File: config.mk
export PLATFORM = sky130hd
export DESIGN_NAME = strict_priority_event_queues_top
export DESIGN_NICKNAME = d
export VERILOG_FILES = /design/src/rtl/spq_pkg.sv /design/src/rtl/spq_front.sv /design/src/rtl/spq_cmd_fifo.sv /design/src/rtl/spq_back.sv /design/src/rtl/strict_priority_event_queues_top.sv
export SDC_FILE = /design/constraint.sdc
export NUM_CORES = 2
export LEC_CHECK = 0
export BUFFER_PORTS_ARGS = -buffer_cell sky130_fd_sc_hd__clkbuf_2
export CAP_MARGIN = 20
export CORE_MARGIN = 2
export CORE_UTILIZATION = 40
export CTS_BUF_LIST = sky130_fd_sc_hd__clkbuf_8
export DETAILED_ROUTE_END_ITERATION = 10
export GPL_TIMING_DRIVEN = 1
export PLACE_DENSITY_LB_ADDON = 0.1
export SLEW_MARGIN = 25
export SYNTH_ARGS = -nofsm -noshare
export SYNTH_HDL_FRONTEND = slang
export SYNTH_SLANG_ARGS = --single-unit
File: constraint.sdc
create_clock -name clk -period 8.77 [get_ports clk]
set_input_delay 1.754 -clock clk [delete_from_list [all_inputs] [get_ports clk]]
set_output_delay 1.754 -clock clk [all_outputs]
set_load 0.01 [all_outputs]
File: src/rtl/spq_pkg.sv
// Shared types and constants for the strict-priority event queues.
package spq_pkg;

  // Command carried in an input beat.
  typedef enum logic {
    CMD_POST = 1'b0,
    CMD_TAKE = 1'b1
  } cmd_t;

  // Result status codes.
  typedef enum logic [1:0] {
    ST_OK           = 2'd0,
    ST_FULL         = 2'd1,
    ST_BAD_PRIORITY = 2'd2,
    ST_EMPTY        = 2'd3
  } status_t;

  // Classified command kinds handed from the front end to the back end.
  typedef enum logic [1:0] {
    KIND_POST   = 2'd0,
    KIND_TAKE   = 2'd1,
    KIND_REJECT = 2'd2
  } kind_t;

  // Back-end sequencer states.
  typedef enum logic {
    BK_IDLE = 1'b0,
    BK_READ = 1'b1
  } back_state_t;

  localparam int PRI_W = 3;
  localparam int REC_W = 32;

  typedef struct packed {
    cmd_t        command;
    logic [7:0]  process_id;
    logic [7:0]  event_code;
    logic [15:0] event_data;
    logic [2:0]  priority_req;
  } spq_in_t;

  typedef struct packed {
    status_t     status;
    logic [7:0]  out_process_id;
    logic [7:0]  out_event_code;
    logic [15:0] out_event_data;
    logic [2:0]  out_priority;
  } spq_out_t;

  // Record layout: process id in 31..24, event code in 23..16, data in 15..0.
  typedef struct packed {
    kind_t            kind;
    logic [PRI_W-1:0] level;
    logic [REC_W-1:0] record;
  } spq_cmd_t;

endpackage

File: src/rtl/spq_front.sv
// Front end: accepts input beats and classifies them into queue commands.
module spq_front #(
  parameter int NUM_LEVELS = 4
) (
  input  logic              in_valid,
  output logic              in_stall,
  input  spq_pkg::spq_in_t  in_data,
  input  logic              fifo_full,
  output logic              push,
  output spq_pkg::spq_cmd_t push_data
);
  import spq_pkg::*;

  logic bad_level;

  assign in_stall  = fifo_full;
  assign push      = in_valid && !fifo_full;
  assign bad_level = {1'b0, in_data.priority_req} >= (PRI_W + 1)'(NUM_LEVELS);

  always_comb begin
    push_data.level  = in_data.priority_req;
    push_data.record = {in_data.process_id, in_data.event_code, in_data.event_data};
    case (in_data.command)
      CMD_POST: push_data.kind = bad_level ? KIND_REJECT : KIND_POST;
      CMD_TAKE: push_data.kind = KIND_TAKE;
      default:  push_data.kind = KIND_REJECT;
    endcase
  end

endmodule

File: src/rtl/spq_cmd_fifo.sv
// Two-entry command queue between the front end and the back end.
module spq_cmd_fifo (
  input  logic              clk,
  input  logic              rst_n,
  input  logic              push,
  input  spq_pkg::spq_cmd_t push_data,
  output logic              full,
  input  logic              pop,
  output logic              pop_valid,
  output spq_pkg::spq_cmd_t pop_data
);
  import spq_pkg::*;

  spq_cmd_t   entry_r [2];
  logic       wr_ptr_r, wr_ptr_nxt;
  logic       rd_ptr_r, rd_ptr_nxt;
  logic [1:0] count_r, count_nxt;

  assign full      = (count_r == 2'd2);
  assign pop_valid = (count_r != 2'd0);
  assign pop_data  = entry_r[rd_ptr_r];

  always_comb begin
    wr_ptr_nxt = push ? ~wr_ptr_r : wr_ptr_r;
    rd_ptr_nxt = pop ? ~rd_ptr_r : rd_ptr_r;
    count_nxt  = count_r + 2'(push) - 2'(pop);
  end

  always_ff @(posedge clk) begin
    if (!rst_n) begin
      wr_ptr_r <= 1'b0;
      rd_ptr_r <= 1'b0;
      count_r  <= 2'd0;
    end else begin
      wr_ptr_r <= wr_ptr_nxt;
      rd_ptr_r <= rd_ptr_nxt;
      count_r  <= count_nxt;
    end
  end

  always_ff @(posedge clk) begin
    if (push) begin
      entry_r[wr_ptr_r] <= push_data;
    end
  end

endmodule

File: src/rtl/spq_back.sv
// Back end: per-level ring pointers, the event slot memory and the result register.
module spq_back #(
  parameter int QUEUE_DEPTH = 16,
  parameter int NUM_LEVELS  = 4
) (
  input  logic              clk,
  input  logic              rst_n,
  input  logic              cmd_valid,
  input  spq_pkg::spq_cmd_t cmd_data,
  output logic              cmd_pop,
  output logic              out_valid,
  input  logic              out_stall,
  output spq_pkg::spq_out_t out_data
);
  import spq_pkg::*;

  localparam int SLOT_W    = $clog2(QUEUE_DEPTH);
  localparam int LVL_W     = (NUM_LEVELS > 1) ? $clog2(NUM_LEVELS) : 1;
  localparam int FILL_W    = $clog2(QUEUE_DEPTH + 1);
  localparam int SUM_W     = FILL_W + 1;
  localparam int MEM_DEPTH = NUM_LEVELS << SLOT_W;
  localparam int ADDR_W    = $clog2(MEM_DEPTH);

  logic [FILL_W-1:0] fill_r [NUM_LEVELS];
  logic [FILL_W-1:0] fill_nxt [NUM_LEVELS];
  logic [SLOT_W-1:0] head_r [NUM_LEVELS];
  logic [SLOT_W-1:0] head_nxt [NUM_LEVELS];
  back_state_t       state_r, state_nxt;
  logic [LVL_W-1:0]  take_lvl_r, take_lvl_nxt;
  logic              out_valid_r, out_valid_nxt;
  spq_out_t          out_data_r, out_data_nxt;

  logic [REC_W-1:0]  slots_mem [MEM_DEPTH];
  logic [REC_W-1:0]  rd_data_r;
  logic              mem_we, mem_re;
  logic [ADDR_W-1:0] mem_addr;

  logic              out_free;
  logic [LVL_W-1:0]  cmd_lvl, enc_lvl;
  logic              any_busy;
  logic [SUM_W-1:0]  post_sum;
  logic [SLOT_W-1:0] post_slot, take_head, take_next;

  assign out_valid = out_valid_r;
  assign out_data  = out_data_r;
  assign out_free  = !out_valid_r || !out_stall;
  assign cmd_lvl   = cmd_data.level[LVL_W-1:0];

  // Highest-priority non-empty level.
  always_comb begin
    any_busy = 1'b0;
    enc_lvl  = '0;
    for (int i = NUM_LEVELS - 1; i >= 0; i--) begin
      if (fill_r[i] != '0) begin
        any_busy = 1'b1;
        enc_lvl  = LVL_W'(i);
      end
    end
  end

  always_comb begin
    post_sum  = SUM_W'(head_r[cmd_lvl]) + SUM_W'(fill_r[cmd_lvl]);
    post_slot = (post_sum >= SUM_W'(QUEUE_DEPTH)) ?
                SLOT_W'(post_sum - SUM_W'(QUEUE_DEPTH)) : SLOT_W'(post_sum);
    take_head = head_r[enc_lvl];
    take_next = (take_head == SLOT_W'(QUEUE_DEPTH - 1)) ? '0 : take_head + 1'b1;
  end

  always_comb begin
    fill_nxt      = fill_r;
    head_nxt      = head_r;
    state_nxt     = state_r;
    take_lvl_nxt  = take_lvl_r;
    out_valid_nxt = out_valid_r && out_stall;
    out_data_nxt  = out_data_r;
    cmd_pop       = 1'b0;
    mem_we        = 1'b0;
    mem_re        = 1'b0;
    mem_addr      = ADDR_W'({cmd_lvl, post_slot});

    case (state_r)
      BK_IDLE: begin
        if (cmd_valid && out_free) begin
          cmd_pop      = 1'b1;
          out_data_nxt = '0;
          case (cmd_data.kind)
            KIND_POST: begin
              out_valid_nxt = 1'b1;
              if (fill_r[cmd_lvl] == FILL_W'(QUEUE_DEPTH)) begin
                out_data_nxt.status = ST_FULL;
              end else begin
                mem_we            = 1'b1;
                fill_nxt[cmd_lvl] = fill_r[cmd_lvl] + 1'b1;
                out_data_nxt.status = ST_OK;
              end
            end
            KIND_TAKE: begin
              if (any_busy) begin
                mem_re            = 1'b1;
                mem_addr          = ADDR_W'({enc_lvl, take_head});
                fill_nxt[enc_lvl] = fill_r[enc_lvl] - 1'b1;
                head_nxt[enc_lvl] = take_next;
                take_lvl_nxt      = enc_lvl;
                state_nxt         = BK_READ;
              end else begin
                out_valid_nxt       = 1'b1;
                out_data_nxt.status = ST_EMPTY;
              end
            end
            default: begin
              out_valid_nxt       = 1'b1;
              out_data_nxt.status = ST_BAD_PRIORITY;
            end
          endcase
        end
      end
      BK_READ: begin
        // The result register was emptied when the read was issued.
        out_valid_nxt               = 1'b1;
        out_data_nxt.status         = ST_OK;
        out_data_nxt.out_process_id = rd_data_r[31:24];
        out_data_nxt.out_event_code = rd_data_r[23:16];
        out_data_nxt.out_event_data = rd_data_r[15:0];
        out_data_nxt.out_priority   = PRI_W'(take_lvl_r);
        state_nxt                   = BK_IDLE;
      end
      default: begin
        state_nxt = BK_IDLE;
      end
    endcase
  end

  always_ff @(posedge clk) begin
    if (!rst_n) begin
      for (int i = 0; i < NUM_LEVELS; i++) begin
        fill_r[i] <= '0;
        head_r[i] <= '0;
      end
      state_r     <= BK_IDLE;
      out_valid_r <= 1'b0;
    end else begin
      fill_r      <= fill_nxt;
      head_r      <= head_nxt;
      state_r     <= state_nxt;
      out_valid_r <= out_valid_nxt;
    end
  end

  always_ff @(posedge clk) begin
    take_lvl_r <= take_lvl_nxt;
    out_data_r <= out_data_nxt;
  end

  always_ff @(posedge clk) begin
    if (mem_we) begin
      slots_mem[mem_addr] <= cmd_data.record;
    end
    if (mem_re) begin
      rd_data_r <= slots_mem[mem_addr];
    end
  end

`ifndef SYNTHESIS
  for (genvar g = 0; g < NUM_LEVELS; g++) begin : g_fill_chk
    a_fill_bound: assert property (@(posedge clk) disable iff (!rst_n)
      fill_r[g] <= FILL_W'(QUEUE_DEPTH))
      else $error("queue fill exceeds its depth");
  end

  a_read_out_empty: assert property (@(posedge clk) disable iff (!rst_n)
    (state_r == BK_READ) |-> !out_valid_r)
    else $error("result register busy while a slot read is pending");

  a_read_delivers: assert property (@(posedge clk) disable iff (!rst_n)
    (state_r == BK_READ) |=> (out_valid_r && out_data_r.status == ST_OK))
    else $error("slot read did not produce a good result");

  a_reject_status: assert property (@(posedge clk) disable iff (!rst_n)
    (cmd_pop && cmd_data.kind == KIND_REJECT) |=>
      (out_valid_r && out_data_r.status == ST_BAD_PRIORITY))
    else $error("rejected post gave the wrong status");
`endif

endmodule

File: src/rtl/strict_priority_event_queues_top.sv
// Top level of the strict-priority event queues: front end, command queue and back end.
// The block keeps NUM_LEVELS ring FIFOs of QUEUE_DEPTH event records each, level 0
// being the highest priority. Each input beat is either a post, which appends a
// record to the FIFO of the requested level, or a take, which pops the head record
// of the lowest-numbered non-empty level; every beat yields exactly one result beat.
// The front end classifies beats and pushes them into a two-entry command queue,
// so input is still accepted while a result waits at the output. The back end runs
// one command at a time: a post, a rejected post or a take with every level empty is
// handled in the idle state, while a take that finds a record also passes through the
// read state, because the event slot memory has a single port with a registered read.
// Posts can be sustained at one per cycle while the output is not stalled, but a take
// that finds a record makes the next command wait. A result beat passes through the
// command queue and the result register, and for a take that finds a record also
// through the slot read register. No clearing pass is run after reset: a slot is only
// read after a post has written it, so of the queue state only the per-level fill
// counts and head pointers are reset.
module strict_priority_event_queues_top #(
  parameter int QUEUE_DEPTH = 16,
  parameter int NUM_LEVELS  = 4
) (
  input  logic              clk,
  input  logic              rst_n,
  input  logic              in_valid,
  output logic              in_stall,
  input  spq_pkg::spq_in_t  in_data,
  output logic              out_valid,
  input  logic              out_stall,
  output spq_pkg::spq_out_t out_data
);
  import spq_pkg::*;

  // Beats travelling from the front end into the command queue.
  logic     push;
  spq_cmd_t push_data;
  logic     fifo_full;

  // Commands travelling from the command queue into the back end.
  logic     cmd_valid;
  logic     cmd_pop;
  spq_cmd_t cmd_data;

  // The front end checks the priority of a post against the number of levels.
  spq_front #(
    .NUM_LEVELS (NUM_LEVELS)
  ) u_front (
    .in_valid  (in_valid),
    .in_stall  (in_stall),
    .in_data   (in_data),
    .fifo_full (fifo_full),
    .push      (push),
    .push_data (push_data)
  );

  // The queue lets the front end keep taking beats while the back end is busy.
  spq_cmd_fifo u_cmd_fifo (
    .clk       (clk),
    .rst_n     (rst_n),
    .push      (push),
    .push_data (push_data),
    .full      (fifo_full),
    .pop       (cmd_pop),
    .pop_valid (cmd_valid),
    .pop_data  (cmd_data)
  );

  // The back end owns all queue state and the registered result beat.
  spq_back #(
    .QUEUE_DEPTH (QUEUE_DEPTH),
    .NUM_LEVELS  (NUM_LEVELS)
  ) u_back (
    .clk       (clk),
    .rst_n     (rst_n),
    .cmd_valid (cmd_valid),
    .cmd_data  (cmd_data),
    .cmd_pop   (cmd_pop),
    .out_valid (out_valid),
    .out_stall (out_stall),
    .out_data  (out_data)
  );

endmodule

After elaboration in Yosys (flattened, before gate mapping)
Memories as Yosys holds them, arrays and structs flattened. A register that Yosys moved wholly into a read port is not among the register bits.
Cells that the tools add are included.

storage, ports and cells
  word-level logic and storage cells = 131
  input bits = 40
  register bits = 81
  memories = 2
  bits in writable memories = 2,122

memory list
  name                depth  width  rd ports  clocked after Yosys merged registers in  wr ports  line                source
  u_back.slots_mem    64     32     1         1                                        1         spq_back.sv:33      logic [REC_W-1:0] slots_mem [MEM_DEPTH];
  u_cmd_fifo.entry_r  2      37     1         1                                        1         spq_cmd_fifo.sv:14  spq_cmd_t entry_r [2];

cells by class
  reduce and logical (&&, ||, !) cells = 18
  $add $sub $neg = 7
  eq/ne operators = 7
  muxes and demuxes = 66
  order comparisons = 6
  bitwise operators = 6

operator list
  operator                                             count
  case mux 37 bit (2 select lines)                     1
  bitwise mux 20 bit                                   2
  2-to-1 mux 20 bit                                    2
  case mux 20 bit (2 select lines)                     1
  2-to-1 mux 37 bit                                    1
  2-to-1 mux 5 bit                                     6
  2-to-1 mux 4 bit                                     7
  2-to-1 mux 1 bit                                     24
  2-to-1 mux 6 bit                                     4
  binary-select mux 5 bit (select 2 bit)               2
  demux 5 bit (select 2 bit)                           2
  nonzero test 5 bit                                   4
  binary-select mux 4 bit (select 2 bit)               2
  bitwise mux 16 bit                                   1
  2-to-1 mux 2 bit                                     6
  >= comparator 3 bit, second input constant           3
  demux 4 bit (select 2 bit)                           1
  case mux 2 bit (2 select lines)                      2
  adder 4 x 5 -> 6 bit                                 1
  >= comparator 6 x 5 -> 1 bit, second input constant  1
  < comparator 3 x 1 -> 1 bit, second input constant   2
  inverter 2 -> 3 bit                                  2
  adder 5 x 1 -> 5 bit, second input constant          1
  == test 5 bit, second input constant                 1
  19 further kinds                                     31

Depth between registers and ports, before layout
  depth in word-level cells = 13
  depth in mapped cells = 20

Modules after synthesis
A second synthesis with hierarchy kept.

second synthesis, totals
  cells, all modules = 5,125
  area total of the unflattened synthesis = 85,751.0 um^2

modules (own cells, without submodules)
  module        times used  area each (um^2)  seq. area each (um^2)  cells each
  spq_back      1           82,395.3          64,361.7               4,950
  spq_cmd_fifo  1           3,050.4           2,322.2                136
  spq_front     1           305.3             0.0                    39

Worst setup path after synthesis
No wires, ideal clock.

  path kind = register to register
  start = register with a tool-made name
  end = memory u_back.slots_mem[39][0] (enable)
  data arrival time = 5.571 ns
  data required time = 8.349 ns
  path slack = 2.778 ns
  period minus slack after synthesis = 5.992 ns
  cell stages (with the launch flop) = 18
  cell sequence = dfxtp_1 > buf_2 > mux2i_1 > clkbuf_1 > mux4_2 > ha_1 > inv_1 > fa_1 > nand2b_1 > o21ai_2 > buf_4 > buf_4 > buf_4 > buf_4 > buf_4 > buf_1 > nand3_1 > nor2_1

RTL lines
  element           line
  end: declaration  spq_back.sv:33

==> metrics.yaml <==
die:
  die_y_microns: 467
  die-area_sq_mm: 0.218
  io_pins: 79
  die_w_microns: 467
  core_sq_mm: 0.213
  num_rows: 169
  initial_utilization: 0.403
place:
  dp_cells: 7841
  port_buffers: 77
  hpwlAfterDp_microns: 159000
  gp_congestion: 0.831
synthesis:
  yosysWarningCount: 0
  synth_common_cells: "edfxtp_1, a22oi_1, nand2_1"
  synth.cell_area_sq_mm: 0.0857
  ys.flop_type: "edfxtp_1"
  avgSynthCellArea_sq_um: 16.9
  synth_edf_count: 2190
  yosys.cell_types.count: 82
  ys_ff_latch: 2233
  yosys.area.top_type: "edfxtp_1"
  async_flop_share: 0
  syn_inst: 5083
  yosys.area.top_type_share: 0.767
  synth_most_common_cell: "edfxtp_1"
  yosysSeqAreaShare: 0.777
  ys_top_cells_by_area: "edfxtp_1, a22oi_1, mux2i_1, mux2_2, a21oi_1"
  synth_nets: 5133
worst_setup_path:
  crit_type: "flip-flop to flip-flop"
  arrival_ns: 7.17
  cp.required_ns: 9.54
  cp_max_fo: 37
  r2r_slack_ns: 2.37
  critPathCaptureType: "flip-flop"
  cp-start-kind: "flip-flop"
timing:
  fin_tns_setup_ns: 0
  relSlewSlack: 0.278
  whs_ns: 0.510
  max_clock_freq_ghz: 0.156
  setup_viol: 0
  layout_min_cycle_time_ns: 6.40
  finalCritPeriodShare: 0.730
  skew_ns: 0.0579
  rsz0062_at_grt: "false"
  drv_slew: 0
  finalHoldViolations: 0
  worst_slew_pin_slew_ns: 1.08
grt:
  grt_pass1_wl_microns: 386000
  grt_usage: 0.248
  use_met3: 0.0347
  antenna_found_initial: 12
  grtUsageMet2: 0.393
  grt_max_degree: 119
  grt_overflow: 0
  grt_pass1_vias: 50100
  grt_use_met1: 0.353
  top_usage_layer: "met2"
cts:
  clk_path_buf_depth: 4
  root_buffer: "clkbuf_8"
  insertion_delay_ns: 1.10
  postCtsSetupRepairBufs: 0
  cts_resized: 0
  hold_buffers: 0
  cts_made_buffers: 387
  path_clk_slew_ns: 0.06
  cts_tree: "done"
  cts.sink_count: 2233
  cts_max_level: 5
drt:
  wl_per_cell_microns: 32.2
  drt_pre_antenna_iters: 5
  vias: 50900
  ant_nets: 0
  route.detailed.drc: 0
  avgViaCountPerCell: 5.97
  drtIter0Drc: 5762
  routed_wl_microns: 275000
finish:
  final_util: 0.459
  area_delta_synth_final_pct: 13.7
  final_cells: 8520
  drive_above_1_share: 0.171
  layout.nets: 5460
power_and_ir_drop:
  cellPowerDensity_mw_per_mm2: 276
  vdd_ir_drop_max_mv: 0.228
  power.leakage_nw: 31.0
  power_mw: 26.9
worst_hold_path:
  min_path_type: "flip-flop to flip-flop"
  worstHoldStart: "u_back.head_r[9]$_SDFFE_PN0P_"
outcome:
  outcome: "completed"
flow_run:
  drv_cap: 0
report_power, final:
group          switching [mW]  total (mW)  internal [mW]  leakage [nW]
combinational            4.15        5.43           1.28          7.02
clock                    4.18        8.43           4.25          3.86
sequential             0.0832        13.1           13.0          20.1
layout make-up:
type / count / area (sq um)
fillers: 18500 / 115000
flip-flops and latches: 2233 / 66600
multi-input cells: 2485 / 18200
clock buffers: 398 / 5480
well taps: 2821 / 3530
repair buffers: 288 / 2390
clock inverters: 264 / 1130
inverters: 15 / 57.6
diodes: 16 / 40.0
per-stage QoR:
stage,cell area (sq um),setup WS (ns)
final,97500,2.37
after global routing,97500,2.21
after CTS,97400,2.44
after detailed placement,90800,1.86
after global placement,90500,1.95
after floorplan,85700,2.78
sequential cells by signal (all words and copies together), names as in the netlist, 2 cells and up, named ones only:
| register | cells |
|---|---|
| u_back.fill_r | 20 |
| u_back.head_r | 16 |
| u_back.out_data | 36 |
| u_back.rd_data_r | 32 |
| u_back.slots_mem | 2048 |
| u_back.take_lvl_r | 2 |
| u_cmd_fifo.count_r | 2 |
| u_cmd_fifo.entry_r | 72 |
kinds of logic (layout without fill, tap and decap cells):
family	after synthesis	in the layout	share of synthesized area
compound gates	1389	1389	0.117
fa+ha+maj	10	10	0.00155
flops	2233	2233	0.777
other cells	1	17	0.0000437
simple gates	786	786	0.0483
mux	288	288	0.0368
xor+xnor	11	11	0.00112
buf+inv	365	965	0.0184
worst max-delay path, cell delays in order (launching register included):
cell	delay [ns]
dfxtp_2	0.39
mux2i_2	0.21
buf_4	0.32
mux4_2	0.68
ha_2	0.23
inv_1	0.08
fa_1	0.18
xor2_1	0.36
nor2_4	0.07
a21oi_4	0.74
buf_4	0.62
nor2_4	0.04
buf_4	0.34
a22oi_1	0.24
o211ai_1	0.25
a2111o_1	0.65
or4b_1	0.60
path summary, 6_finish.rpt:
check                                   endpoint  cells after the start
hold / removal     u_back.head_r[9]$_SDFFE_PN0P_                      2
setup / recovery  u_back.rd_data_r[14]$_DFFE_PP_                     16
hold reg to reg    u_back.head_r[9]$_SDFFE_PN0P_                      2
setup reg to reg  u_back.rd_data_r[14]$_DFFE_PP_                     16
cells in the final DEF, fill, tap and decap left out, drive strengths merged, types with 29 or more instances in the layout:
cell        n
a22oi     584
nand3      53
mux2i     144
nand4     133
a22o       46
buf       211
o22ai      37
o2bb2ai    35
a31oi     120
clkbuf    475
mux2      136
a41oi      54
and3       60
nor2      106
nand2     249
clkinv    125
and2       45
o21ai      81
nor3b      29
a21oi     195
dfxtp      43
edfxtp   2190
o211ai     74
inv       147
routing by layer:
metal / share of wire / vias to the layer above
met2: 0.47 / 2141
met4: 0.031 / 2
met5: 0.000033 / -
li1: - / 21600
met3: 0.063 / 456
met1: 0.44 / 26700
Power figures use the tool's default switching activity.
